File: config.mk
export PLATFORM = sky130hd
export DESIGN_NAME = serial_can_frame_parser_unit_flat
export DESIGN_NICKNAME = d
export VERILOG_FILES = /design/src/rtl/scfp_pkg.sv /design/src/rtl/scfp_in_if.sv /design/src/rtl/scfp_out_if.sv /design/src/rtl/serial_can_frame_parser_unit.sv /design/src/flat_wrapper.sv
export VERILOG_INCLUDE_DIRS = /design/src /design/src/rtl
export SDC_FILE = /design/constraint.sdc
export NUM_CORES = 1
export LEC_CHECK = 0
export BUFFER_PORTS_ARGS = -buffer_cell sky130_fd_sc_hd__buf_2
export CORE_UTILIZATION = 30
export CTS_CLUSTER_DIAMETER = 80
export DETAILED_ROUTE_END_ITERATION = 12
export SLEW_MARGIN = 5
export SYNTH_ARGS = -nofsm -noshare
export SYNTH_HDL_FRONTEND = slang
export SYNTH_SLANG_ARGS = --single-unit
File: constraint.sdc
create_clock -name i_clk -period 18.8 [get_ports i_clk]
set_input_delay 0.94 -clock i_clk [delete_from_list [all_inputs] [get_ports i_clk]]
set_output_delay 0.94 -clock i_clk [all_outputs]
set_load 0.05 [all_outputs]
File: src/rtl/serial_can_frame_parser_unit_assert.svh
// Assertion macros used by the parser RTL.
`ifndef SERIAL_CAN_FRAME_PARSER_UNIT_ASSERT_SVH
`define SERIAL_CAN_FRAME_PARSER_UNIT_ASSERT_SVH

// Checks that the consequent holds in the same cycle as the antecedent.
`define SCFP_ASSERT_SAME(label, clk, rst_n, ante, cons) \
    label: assert property (@(posedge clk) disable iff (!rst_n) (ante) |-> (cons)) \
        else $error("scfp check failed");

// Checks that the consequent holds in the cycle after the antecedent.
`define SCFP_ASSERT_NEXT(label, clk, rst_n, ante, cons) \
    label: assert property (@(posedge clk) disable iff (!rst_n) (ante) |=> (cons)) \
        else $error("scfp check failed");

`endif

File: src/rtl/scfp_pkg.sv
package scfp_pkg;

    // Frame geometry.
    localparam int unsigned MAX_DATA_BYTES = 8;
    localparam int unsigned IDX_W          = $clog2(MAX_DATA_BYTES);
    localparam int unsigned PAYLOAD_W      = 8 * MAX_DATA_BYTES;
    localparam logic [3:0]  LEN_MASK       = 4'h0F;
    localparam logic [3:0]  MAX_LEN        = 4'(MAX_DATA_BYTES);

    // Configuration port.
    localparam int unsigned PADDR_W = 4;
    localparam int unsigned PDATA_W = 32;

    typedef enum logic [1:0] {
        REG_START_MARKER  = 2'd0,
        REG_END_MARKER    = 2'd1,
        REG_ID_FILTER     = 2'd2,
        REG_FILTER_ENABLE = 2'd3
    } t_reg_idx;

    localparam logic [7:0]  START_MARKER_RST = 8'd170;
    localparam logic [7:0]  END_MARKER_RST   = 8'd85;
    localparam logic [31:0] ID_FILTER_RST    = 32'd0;

    // Result status codes.
    typedef enum logic [1:0] {
        ST_NONE     = 2'd0,
        ST_GOOD     = 2'd1,
        ST_FILTERED = 2'd2,
        ST_BAD_END  = 2'd3
    } t_status;

    // Parser phases, one-hot.
    typedef enum logic [4:0] {
        PH_HUNT = 5'b00001,
        PH_INFO = 5'b00010,
        PH_ID   = 5'b00100,
        PH_DATA = 5'b01000,
        PH_END  = 5'b10000
    } t_phase;

endpackage

File: src/rtl/scfp_in_if.sv
// Channel that carries received serial bytes.
interface scfp_in_if;
    logic       valid;
    logic       ready;
    logic [7:0] rx_byte;

    modport source (output valid, output rx_byte, input ready);
    modport sink   (input valid, input rx_byte, output ready);
endinterface

File: src/rtl/scfp_out_if.sv
// Channel that carries one parse result per received byte.
interface scfp_out_if;
    logic                           valid;
    logic                           ready;
    scfp_pkg::t_status              status;
    logic [3:0]                     frame_length;
    logic [15:0]                    frame_id;
    logic [scfp_pkg::PAYLOAD_W-1:0] frame_payload;

    modport source (output valid, output status, output frame_length,
                    output frame_id, output frame_payload, input ready);
    modport sink   (input valid, input status, input frame_length,
                    input frame_id, input frame_payload, output ready);
endinterface

File: src/rtl/serial_can_frame_parser_unit.sv
// Serial CAN adapter frame parser. Every received byte item yields exactly one
// result item: no frame finished, frame good (length, 16-bit ID, payload),
// frame filtered (given at the second ID byte), or bad end marker. The block
// takes one byte per clock cycle while input ready is high; a byte's state
// update and result are formed in the cycle it is accepted, and the result is
// registered in the output or skid register. This two-entry output stage lets
// a byte be accepted while an earlier result waits, so input ready only drops
// after two results are left untaken. Configuration is written through the APB
// port (start marker, end marker, ID filter, filter enable at byte addresses
// 0, 4, 8, 12); the user must do so only while the block is idle (unchecked).
`include "serial_can_frame_parser_unit_assert.svh"

module serial_can_frame_parser_unit (
    input  logic                          i_clk,
    input  logic                          i_rst_n,
    scfp_in_if.sink                       rx_if,
    scfp_out_if.source                    res_if,
    input  logic                          psel,
    input  logic                          penable,
    input  logic                          pwrite,
    input  logic [scfp_pkg::PADDR_W-1:0]  paddr,
    input  logic [scfp_pkg::PDATA_W-1:0]  pwdata,
    output logic [scfp_pkg::PDATA_W-1:0]  prdata,
    output logic                          pready
);

    typedef struct packed {
        scfp_pkg::t_status              status;
        logic [3:0]                     frame_length;
        logic [15:0]                    frame_id;
        logic [scfp_pkg::PAYLOAD_W-1:0] frame_payload;
    } t_result;

    // Configuration registers.
    logic [7:0]  r_start_marker;
    logic [7:0]  r_end_marker;
    logic [31:0] r_id_filter;
    logic        r_filter_enable;

    // Parser state.
    scfp_pkg::t_phase r_phase, n_phase;
    logic [3:0]       r_byte_count, n_byte_count;
    logic [3:0]       r_exp_len, n_exp_len;
    logic [15:0]      r_rx_id, n_rx_id;
    logic [7:0]       r_data [scfp_pkg::MAX_DATA_BYTES];

    // Output stage.
    t_result r_out, r_skid, n_res;
    logic    r_out_valid, r_skid_valid;

    logic       in_accept;
    logic       out_free;
    logic       cfg_write;
    logic       data_write;
    logic       data_clear;
    logic [3:0] len_nibble;
    logic [3:0] count_inc;
    logic [31:0] id32;
    logic       end_accept;
    logic       data_count_ok;
    scfp_pkg::t_reg_idx cfg_idx;

    assign pready    = 1'b1;
    assign cfg_idx   = scfp_pkg::t_reg_idx'(paddr[scfp_pkg::PADDR_W-1:2]);
    assign cfg_write = psel && penable && pwrite && pready;

    // Register write.
    always_ff @(posedge i_clk) begin
        if (!i_rst_n) begin
            r_start_marker  <= scfp_pkg::START_MARKER_RST;
            r_end_marker    <= scfp_pkg::END_MARKER_RST;
            r_id_filter     <= scfp_pkg::ID_FILTER_RST;
            r_filter_enable <= 1'b0;
        end else if (cfg_write) begin
            unique case (cfg_idx)
                scfp_pkg::REG_START_MARKER:  r_start_marker  <= pwdata[7:0];
                scfp_pkg::REG_END_MARKER:    r_end_marker    <= pwdata[7:0];
                scfp_pkg::REG_ID_FILTER:     r_id_filter     <= pwdata[31:0];
                scfp_pkg::REG_FILTER_ENABLE: r_filter_enable <= pwdata[0];
                default: ;
            endcase
        end
    end

    // Register read.
    always_comb begin
        unique case (cfg_idx)
            scfp_pkg::REG_START_MARKER:  prdata = {24'd0, r_start_marker};
            scfp_pkg::REG_END_MARKER:    prdata = {24'd0, r_end_marker};
            scfp_pkg::REG_ID_FILTER:     prdata = r_id_filter;
            scfp_pkg::REG_FILTER_ENABLE: prdata = {31'd0, r_filter_enable};
            default:                     prdata = '0;
        endcase
    end

    // Handshake: the skid register must be empty to take another byte.
    assign rx_if.ready = !r_skid_valid;
    assign in_accept   = rx_if.valid && rx_if.ready;
    assign out_free    = !r_out_valid || res_if.ready;

    assign len_nibble = rx_if.rx_byte[3:0] & scfp_pkg::LEN_MASK;
    assign count_inc  = r_byte_count + 4'd1;
    assign id32       = {8'd0, rx_if.rx_byte, 8'd0, r_rx_id[7:0]};

    // Next state and result for the byte on the input.
    always_comb begin
        n_phase      = r_phase;
        n_byte_count = r_byte_count;
        n_exp_len    = r_exp_len;
        n_rx_id      = r_rx_id;
        data_write   = 1'b0;
        data_clear   = 1'b0;
        n_res        = '{status: scfp_pkg::ST_NONE, frame_length: 4'd0,
                         frame_id: 16'd0, frame_payload: '0};
        unique case (r_phase)
            scfp_pkg::PH_INFO: begin
                n_exp_len    = (len_nibble > scfp_pkg::MAX_LEN) ? scfp_pkg::MAX_LEN
                                                                 : len_nibble;
                data_clear   = 1'b1;
                n_rx_id      = 16'd0;
                n_byte_count = 4'd0;
                n_phase      = scfp_pkg::PH_ID;
            end
            scfp_pkg::PH_ID: begin
                if (r_byte_count == 4'd0) begin
                    n_rx_id      = {r_rx_id[15:8], rx_if.rx_byte};
                    n_byte_count = 4'd1;
                end else begin
                    n_rx_id      = {rx_if.rx_byte, r_rx_id[7:0]};
                    n_byte_count = 4'd0;
                    priority if (r_filter_enable && (id32 != r_id_filter)) begin
                        n_phase = scfp_pkg::PH_HUNT;
                        n_res   = '{status: scfp_pkg::ST_FILTERED,
                                    frame_length: r_exp_len,
                                    frame_id: {rx_if.rx_byte, r_rx_id[7:0]},
                                    frame_payload: '0};
                    end else if (r_exp_len == 4'd0) begin
                        n_phase = scfp_pkg::PH_END;
                    end else begin
                        n_phase = scfp_pkg::PH_DATA;
                    end
                end
            end
            scfp_pkg::PH_DATA: begin
                data_write = 1'b1;
                if (count_inc >= r_exp_len) begin
                    n_byte_count = 4'd0;
                    n_phase      = scfp_pkg::PH_END;
                end else begin
                    n_byte_count = count_inc;
                end
            end
            scfp_pkg::PH_END: begin
                n_phase = scfp_pkg::PH_HUNT;
                if (rx_if.rx_byte == r_end_marker) begin
                    n_res.status       = scfp_pkg::ST_GOOD;
                    n_res.frame_length = r_exp_len;
                    n_res.frame_id     = r_rx_id;
                    for (int i = 0; i < scfp_pkg::MAX_DATA_BYTES; i++) begin
                        if (4'(i) < r_exp_len) begin
                            n_res.frame_payload[8*i +: 8] = r_data[i];
                        end
                    end
                end else begin
                    n_res.status = scfp_pkg::ST_BAD_END;
                end
            end
            default: begin
                n_phase = (rx_if.rx_byte == r_start_marker) ? scfp_pkg::PH_INFO
                                                             : scfp_pkg::PH_HUNT;
            end
        endcase
    end

    // Parser state registers.
    always_ff @(posedge i_clk) begin
        if (!i_rst_n) begin
            r_phase      <= scfp_pkg::PH_HUNT;
            r_byte_count <= 4'd0;
            r_exp_len    <= 4'd0;
            r_rx_id      <= 16'd0;
        end else if (in_accept) begin
            r_phase      <= n_phase;
            r_byte_count <= n_byte_count;
            r_exp_len    <= n_exp_len;
            r_rx_id      <= n_rx_id;
        end
    end

    // Data byte store: cleared at the info byte, one byte written per data byte.
    always_ff @(posedge i_clk) begin
        if (!i_rst_n) begin
            for (int i = 0; i < scfp_pkg::MAX_DATA_BYTES; i++) begin
                r_data[i] <= 8'd0;
            end
        end else if (in_accept && data_clear) begin
            for (int i = 0; i < scfp_pkg::MAX_DATA_BYTES; i++) begin
                r_data[i] <= 8'd0;
            end
        end else if (in_accept && data_write) begin
            r_data[r_byte_count[scfp_pkg::IDX_W-1:0]] <= rx_if.rx_byte;
        end
    end

    // Output register and skid register.
    always_ff @(posedge i_clk) begin
        if (!i_rst_n) begin
            r_out_valid  <= 1'b0;
            r_skid_valid <= 1'b0;
        end else begin
            if (out_free) begin
                if (r_skid_valid) begin
                    r_out_valid  <= 1'b1;
                    r_skid_valid <= 1'b0;
                end else begin
                    r_out_valid <= in_accept;
                end
            end else if (in_accept) begin
                r_skid_valid <= 1'b1;
            end
        end
    end

    always_ff @(posedge i_clk) begin
        if (out_free) begin
            r_out <= r_skid_valid ? r_skid : n_res;
        end
        if (!out_free && in_accept) begin
            r_skid <= n_res;
        end
    end

    assign res_if.valid         = r_out_valid;
    assign res_if.status        = r_out.status;
    assign res_if.frame_length  = r_out.frame_length;
    assign res_if.frame_id      = r_out.frame_id;
    assign res_if.frame_payload = r_out.frame_payload;

    // Terms used by the checks.
    assign end_accept    = in_accept && (r_phase == scfp_pkg::PH_END);
    assign data_count_ok = (r_byte_count < r_exp_len) && (r_exp_len <= scfp_pkg::MAX_LEN);

    // Checks.
    `SCFP_ASSERT_SAME(a_skid_behind_out, i_clk, i_rst_n, r_skid_valid, r_out_valid)
    `SCFP_ASSERT_NEXT(a_end_returns_hunt, i_clk, i_rst_n, end_accept, r_phase == scfp_pkg::PH_HUNT)
    `SCFP_ASSERT_SAME(a_data_count_bound, i_clk, i_rst_n, r_phase == scfp_pkg::PH_DATA, data_count_ok)

endmodule
File: src/flat_wrapper.sv
// flat-port wrapper written by rule: the top's interface ports become plain ports
module serial_can_frame_parser_unit_flat 
  (i_clk, i_rst_n, psel, penable, pwrite, paddr, pwdata, prdata, pready, rx_if_valid, rx_if_rx_byte, rx_if_ready, res_if_valid, res_if_status, res_if_frame_length, res_if_frame_id, res_if_frame_payload, res_if_ready);
  scfp_in_if rx_if_i ();
  scfp_out_if res_if_i ();
  input  logic i_clk;
  input  logic i_rst_n;
  input  logic psel;
  input  logic penable;
  input  logic pwrite;
  input  logic [scfp_pkg::PADDR_W-1:0] paddr;
  input  logic [scfp_pkg::PDATA_W-1:0] pwdata;
  output logic [scfp_pkg::PDATA_W-1:0] prdata;
  output logic pready;
  input wire logic [$bits(rx_if_i.valid)-1:0] rx_if_valid;
  input wire logic [$bits(rx_if_i.rx_byte)-1:0] rx_if_rx_byte;
  output wire logic [$bits(rx_if_i.ready)-1:0] rx_if_ready;
  output wire logic [$bits(res_if_i.valid)-1:0] res_if_valid;
  output wire logic [$bits(res_if_i.status)-1:0] res_if_status;
  output wire logic [$bits(res_if_i.frame_length)-1:0] res_if_frame_length;
  output wire logic [$bits(res_if_i.frame_id)-1:0] res_if_frame_id;
  output wire logic [$bits(res_if_i.frame_payload)-1:0] res_if_frame_payload;
  input wire logic [$bits(res_if_i.ready)-1:0] res_if_ready;
  assign rx_if_i.valid = rx_if_valid;
  assign rx_if_i.rx_byte = rx_if_rx_byte;
  assign rx_if_ready = rx_if_i.ready;
  assign res_if_valid = res_if_i.valid;
  assign res_if_status = res_if_i.status;
  assign res_if_frame_length = res_if_i.frame_length;
  assign res_if_frame_id = res_if_i.frame_id;
  assign res_if_frame_payload = res_if_i.frame_payload;
  assign res_if_i.ready = res_if_ready;
  serial_can_frame_parser_unit u_core (.i_clk(i_clk), .i_rst_n(i_rst_n), .rx_if(rx_if_i), .res_if(res_if_i), .psel(psel), .penable(penable), .pwrite(pwrite), .paddr(paddr), .pwdata(pwdata), .prdata(prdata), .pready(pready));
endmodule
# ---- After elaboration in Yosys (flattened, before gate mapping)
# Memories as Yosys holds them, arrays and structs flattened.
# Cells that the tools add are included.
dict set report word_totals {
  register_bits 252
  mem_bits_rw 64
  inputBits 51
  out_inout_bits 121
  elab_cells 129
  memories 1
}
# name words width read_ports rd_ports_with_merged_regs write_ports line
set mem_list {}
lappend mem_list {u_core.r_data 8 8 8 0 8 serial_can_frame_parser_unit.sv:45} ;# logic [7:0] r_data [scfp_pkg::MAX_DATA_BYTES];
dict set report op_classes {
  n_addsub 1
  magnitude_cmp 10
  eq_ne 13
  mux 49
  n_bitwise 9
  reduce_logical 27
}
# op n
set ops {}
lappend ops {{86-bit two-way mux} 3}
lappend ops {{86-bit case mux with 2 select lines} 1}
lappend ops {{8-bit two-way mux} 17}
lappend ops {{32-bit case mux with 4 select lines} 1}
lappend ops {{84-bit two-way mux} 1}
lappend ops {{24-bit by 32-bit != test with 1-bit output} 1}
lappend ops {{16-bit case mux with 2 select lines} 1}
lappend ops {{5-bit two-way mux} 4}
lappend ops {{5-bit case mux with 4 select lines} 1}
lappend ops {{8-bit == test} 2}
lappend ops {{3-bit by 4-bit less-than comparator with 1-bit output, first input constant} 4}
lappend ops {{16-bit two-way mux} 1}
lappend ops {{1-bit two-way mux} 13}
lappend ops {{4-bit case mux with 3 select lines} 1}
lappend ops {{2-bit AND reduction} 6}
lappend ops {{3-bit AND reduction} 3}
lappend ops {{4-bit logical NOT} 2}
lappend ops {{1-bit by 4-bit less-than comparator with 1-bit output, first input constant} 2}
lappend ops {{2-bit by 4-bit less-than comparator with 1-bit output, first input constant} 2}
lappend ops {{4-bit two-way mux} 2}
lappend ops {{1-bit bitwise OR} 8}
lappend ops {{8-bit OR reduction} 1}
lappend ops {{1-bit logical AND} 7}
lappend ops {{5-bit by 2-bit == test with 1-bit output, second input constant} 1}
lappend ops {{other kinds (19)} 24}

# ---- Longest topological paths before layout
dict set report depth {
  ltp_word 9
  ltp_mapped 9
  depth_no_buf 9
}

# ---- Worst setup path before layout
# No wires, ideal clock.
dict set report synth_path {
  path_kind {input to register}
  start {in res_if_ready}
  end {reg u_core.r_skid[0] (netlist bit), enable pin}
  setup_time_ns 0.531
  arrival_time_ns 6.844
  t_required_ns 18.269
  slack_ns 11.425
  cell_stages 2
  path_buffers 0
  path_cell_list {nand2b_1 > nor2_1}
}
dict set report synth_between {
  elab_chain_cells 3
}
# element line
set synth_rtl {}
lappend synth_rtl {{from (decl)} flat_wrapper.sv:23} ;# input wire logic [$bits(res_if_i.ready)-1:0] res_if_ready;
lappend synth_rtl {{1-bit logical OR} serial_can_frame_parser_unit.sv:99} ;# assign out_free = !r_out_valid || res_if.ready;
lappend synth_rtl {{1-bit logical NOT} serial_can_frame_parser_unit.sv:228} ;# if (!out_free && in_accept) begin
lappend synth_rtl {{1-bit logical AND} serial_can_frame_parser_unit.sv:228}
lappend synth_rtl {{to (signal assigned)} serial_can_frame_parser_unit.sv:229} ;# r_skid <= n_res;
lappend synth_rtl {{to (decl)} serial_can_frame_parser_unit.sv:48} ;# t_result r_out, r_skid, n_res;
# No other way between the ends.
# A chain may end at the register's enable or synchronous reset.

==> metrics <==
share of cells above drive strength 1 between 20% and 30%; estimated wirelength of the detail-placed design ~20 mm; netlist area before placement roughly 0.014 mm2; result of the run completed; type of destination of the critical path register; die extent in y 214.6 um; Final Setup Violations 0; fraction of registers with async set/reset 0%; detailed-router iteration count before antenna repair 5; Worst Hold Class reg -> reg; top-area cell type share of the netlist area between 50% and 60%; pin count of the biggest net entering global routing between 70 and 80; initial antenna violation count 3; required arrival time at the worst endpoint 18.95 ns; ranking of synthesized cells by area sky130_fd_sc_hd__edfxtp_1 52%, sky130_fd_sc_hd__dfxtp_1 12%, sky130_fd_sc_hd__and2_1 5.7%; number of CTS-inserted buffers 35; cts repair resizes 0; via count of the routed design between 8000 and 9000; Total Power Consumption roughly 1.6 mW; effective utilization at floorplan a little over 30%; number of vias per cell ~4.6; Final Hold Fails 0; final critical delay including setup and external delays around 3.4 ns; Synthesized Nets roughly 1100; overall routing resource usage 13.27%; CTS Hold Bufs 0; area post-placement around 0.015 mm2; period utilization between 10% and 20%; number of synthesized register bits roughly 320; routed length per instance approximately 17 um; Post-synth EDFFs 236; final design area excluding fillers 0.01612 mm2; clock-pin slew reported for the worst setup and hold paths after clock tree synthesis around 0.060 ns; routed wire length approximately 31 mm; CP Data Arrival Time around 3.6 ns; top achievable clock speed about 300 MHz; final worst clock skew around 0.023 ns; nature of the critical path startpoint register; number of cell instances on the worst register-to-register path 5; commonest non-fill, non-tap cell in the layout sky130_fd_sc_hd__edfxtp_1; Netlist cell types 59; register area share after synthesis ~64%; clock latency of the later-clocked register in the worst-skew pair around 0.54 ns; ant diodes 0; count of warnings emitted by yosys 0; antenna-violating nets left 0; count of nets after finishing around 1300; Floorplan Core Area between 0.04 and 0.05 mm2; most common flop cell mapped by yosys sky130_fd_sc_hd__edfxtp_1; CTS Root Cell sky130_fd_sc_hd__clkbuf_16; RSZ-0062 raised after global routing false; number of remaining DRC errors 0; Setup Crit Path Kind reg -> reg; overall die area 0.04606 mm2; Core Rows between 70 and 80; number of placed I/O pins about 170; fin util 36.30%; total power per unit cell area 98.40 mW/mm2; number of inserted filler cells in the final layout 4312; hold-critical path depth 2; Cells after Synth around 1100; static leakage 6.307 nW; buffers inserted during post-CTS setup optimization 0; Final Slew Violations 0; TritonCTS clock tree done; area of combinational cells with multiple inputs between 0.004 and 0.005 mm2; IR Drop Worst-Case VDD approximately 0.000048 V; Critical Path Fanout Max 22; largest buffer count on any clock path 3; via count of the first global-routing pass approximately 8000; FF+latch area about 0.0087 mm2; dominant cell type by area after synthesis sky130_fd_sc_hd__edfxtp_1; tightest slew margin relative to the limit 22.19%; sum of overflow across all layers after global routing 0; DR iter-0 viols ~430; wire length of the first global-routing pass roughly 47 mm; top library cells by usage in the layout, fill and taps aside 236 x sky130_fd_sc_hd__edfxtp_1, 168 x sky130_fd_sc_hd__buf_2, 137 x sky130_fd_sc_hd__nand2_1; die extent in x approximately 210 um; CTS Sinks approximately 320; mean post-synth cell area roughly 13 um2; final estimated routing congestion in global placement approximately 0.84; Port-buffer cells about 170; Sum Neg Setup Slack 0 ns; CTS H-Tree Depth 2; signed area change from the synthesized netlist to the final layout 18.88%; Slew @ Worst Pin between 1 and 1.5 ns; max-cap check violation count 0
==> path summary, 6_finish.rpt <==
kind                                                        from                                end  slack [ns]
worst min-delay path             u_core.r_rx_id[10]$_SDFFE_PN0P_    u_core.r_rx_id[10]$_SDFFE_PN0P_        0.46
worst min register to register   u_core.r_rx_id[10]$_SDFFE_PN0P_    u_core.r_rx_id[10]$_SDFFE_PN0P_        0.46
worst max-delay path            u_core.r_skid_valid$_SDFFE_PP0P_  u_core.r_data[2][5]$_SDFFCE_PN0P_       15.38
worst max register to register  u_core.r_skid_valid$_SDFFE_PP0P_  u_core.r_data[2][5]$_SDFFCE_PN0P_       15.38
==> sequential cells by signal (all words and copies together) (netlist names), 4 cells and up <==
name,count
u_core.r_skid,86
u_core.r_data,64
u_core.res_if.frame_payload,64
u_core.r_id_filter,32
u_core.r_rx_id,16
u_core.res_if.frame_id,16
u_core.r_end_marker,8
u_core.r_start_marker,8
u_core.r_phase,5
u_core.r_byte_count,4
u_core.r_exp_len,4
u_core.res_if.frame_length,4
==> metrics by stage <==
step           setup slack (ns)  hold slack (ns)  std cells
2_1_floorplan             11.42           0.4412       1059
3_3_place_gp              15.23           0.4524       1763
3_5_place_dp              15.18           0.4591       1763
4_1_cts                   15.36           0.4654       1826
5_1_grt                   15.10           0.4816       1826
6_report                  15.38           0.4634       1826
==> Yosys cell counts (4+ instances only) <==
master and instances:
sky130_fd_sc_hd__dfxtp_1 80, sky130_fd_sc_hd__a21boi_1 6, sky130_fd_sc_hd__buf_2 5, sky130_fd_sc_hd__buf_6 5, sky130_fd_sc_hd__ha_1 6, sky130_fd_sc_hd__and2_4 16, sky130_fd_sc_hd__xnor2_1 17, sky130_fd_sc_hd__o21ai_0 20
sky130_fd_sc_hd__mux2_1 10, sky130_fd_sc_hd__a21o_1 4, sky130_fd_sc_hd__or3_1 4, sky130_fd_sc_hd__nand2_1 137, sky130_fd_sc_hd__a22o_1 8, sky130_fd_sc_hd__clkbuf_1 48, sky130_fd_sc_hd__xor2_1 16, sky130_fd_sc_hd__nand3_1 32
sky130_fd_sc_hd__a32o_1 12, sky130_fd_sc_hd__mux2i_1 9, sky130_fd_sc_hd__inv_1 8, sky130_fd_sc_hd__nor2_1 22, sky130_fd_sc_hd__nand4_1 7, sky130_fd_sc_hd__nand2b_1 11, sky130_fd_sc_hd__nor3_1 5, sky130_fd_sc_hd__edfxtp_1 236
sky130_fd_sc_hd__and2_1 124, sky130_fd_sc_hd__nor4_1 7, sky130_fd_sc_hd__a21boi_0 57, sky130_fd_sc_hd__a21oi_1 4, sky130_fd_sc_hd__and3_1 26, sky130_fd_sc_hd__nor2b_1 10, sky130_fd_sc_hd__mux2_2 63
==> routing by layer <==
metal  global-route usage, %  share of wire [%]  wire (um)  up-vias
li1                        -                  -          -     4068
met1                   18.05                 46      14350     4006
met2                   20.97                 46      14280      239
met3                   3.234                6.3       1952       44
met4                   3.690                1.9        592        6
met5                       0               0.12         39        -
==> report_power, final <==
part / internal (mW) / switching, mW / total, mW
Sequential: 0.767 / 0.00633 / 0.774
Combinational: 0.0231 / 0.0803 / 0.103
Clock: 0.427 / 0.283 / 0.710
Total: 1.22 / 0.369 / 1.59
==> critical path, stage by stage (launching register included) <==
cell                      delay [ns]
sky130_fd_sc_hd__dfxtp_1        0.53
sky130_fd_sc_hd__inv_2          0.55
sky130_fd_sc_hd__nand2_1        0.26
sky130_fd_sc_hd__nor4_2         0.76
sky130_fd_sc_hd__nor2b_1        0.38
sky130_fd_sc_hd__o21ai_0        0.54
==> kinds of logic (layout without fill, tap and decap cells) <==
logic type	Yosys count	after routing	share of synthesized area, %
AOI/OAI and AO/OA	126	126	6.974
xor gates and xnor gates	33	33	2.131
adders and majority gates	6	6	0.5535
buffers and inverters	71	246	2.371
DFF	316	316	64.06
muxes	83	83	6.891
other	1	1	0.02765
and+or+nand+nor	423	423	16.99
==> area by class of cell <==
type / count / area share [%]
Sequential cell: 316 / 53.88
Multi-Input combinational cell: 672 / 28.33
Inverter: 8 / 0.1862
Clock inverter: 18 / 1.420
Tap cell: 592 / 4.594
Timing Repair Buffer: 175 / 5.540
Clock buffer: 45 / 6.045
No activity file was read; power rests on OpenSTA's default activity.
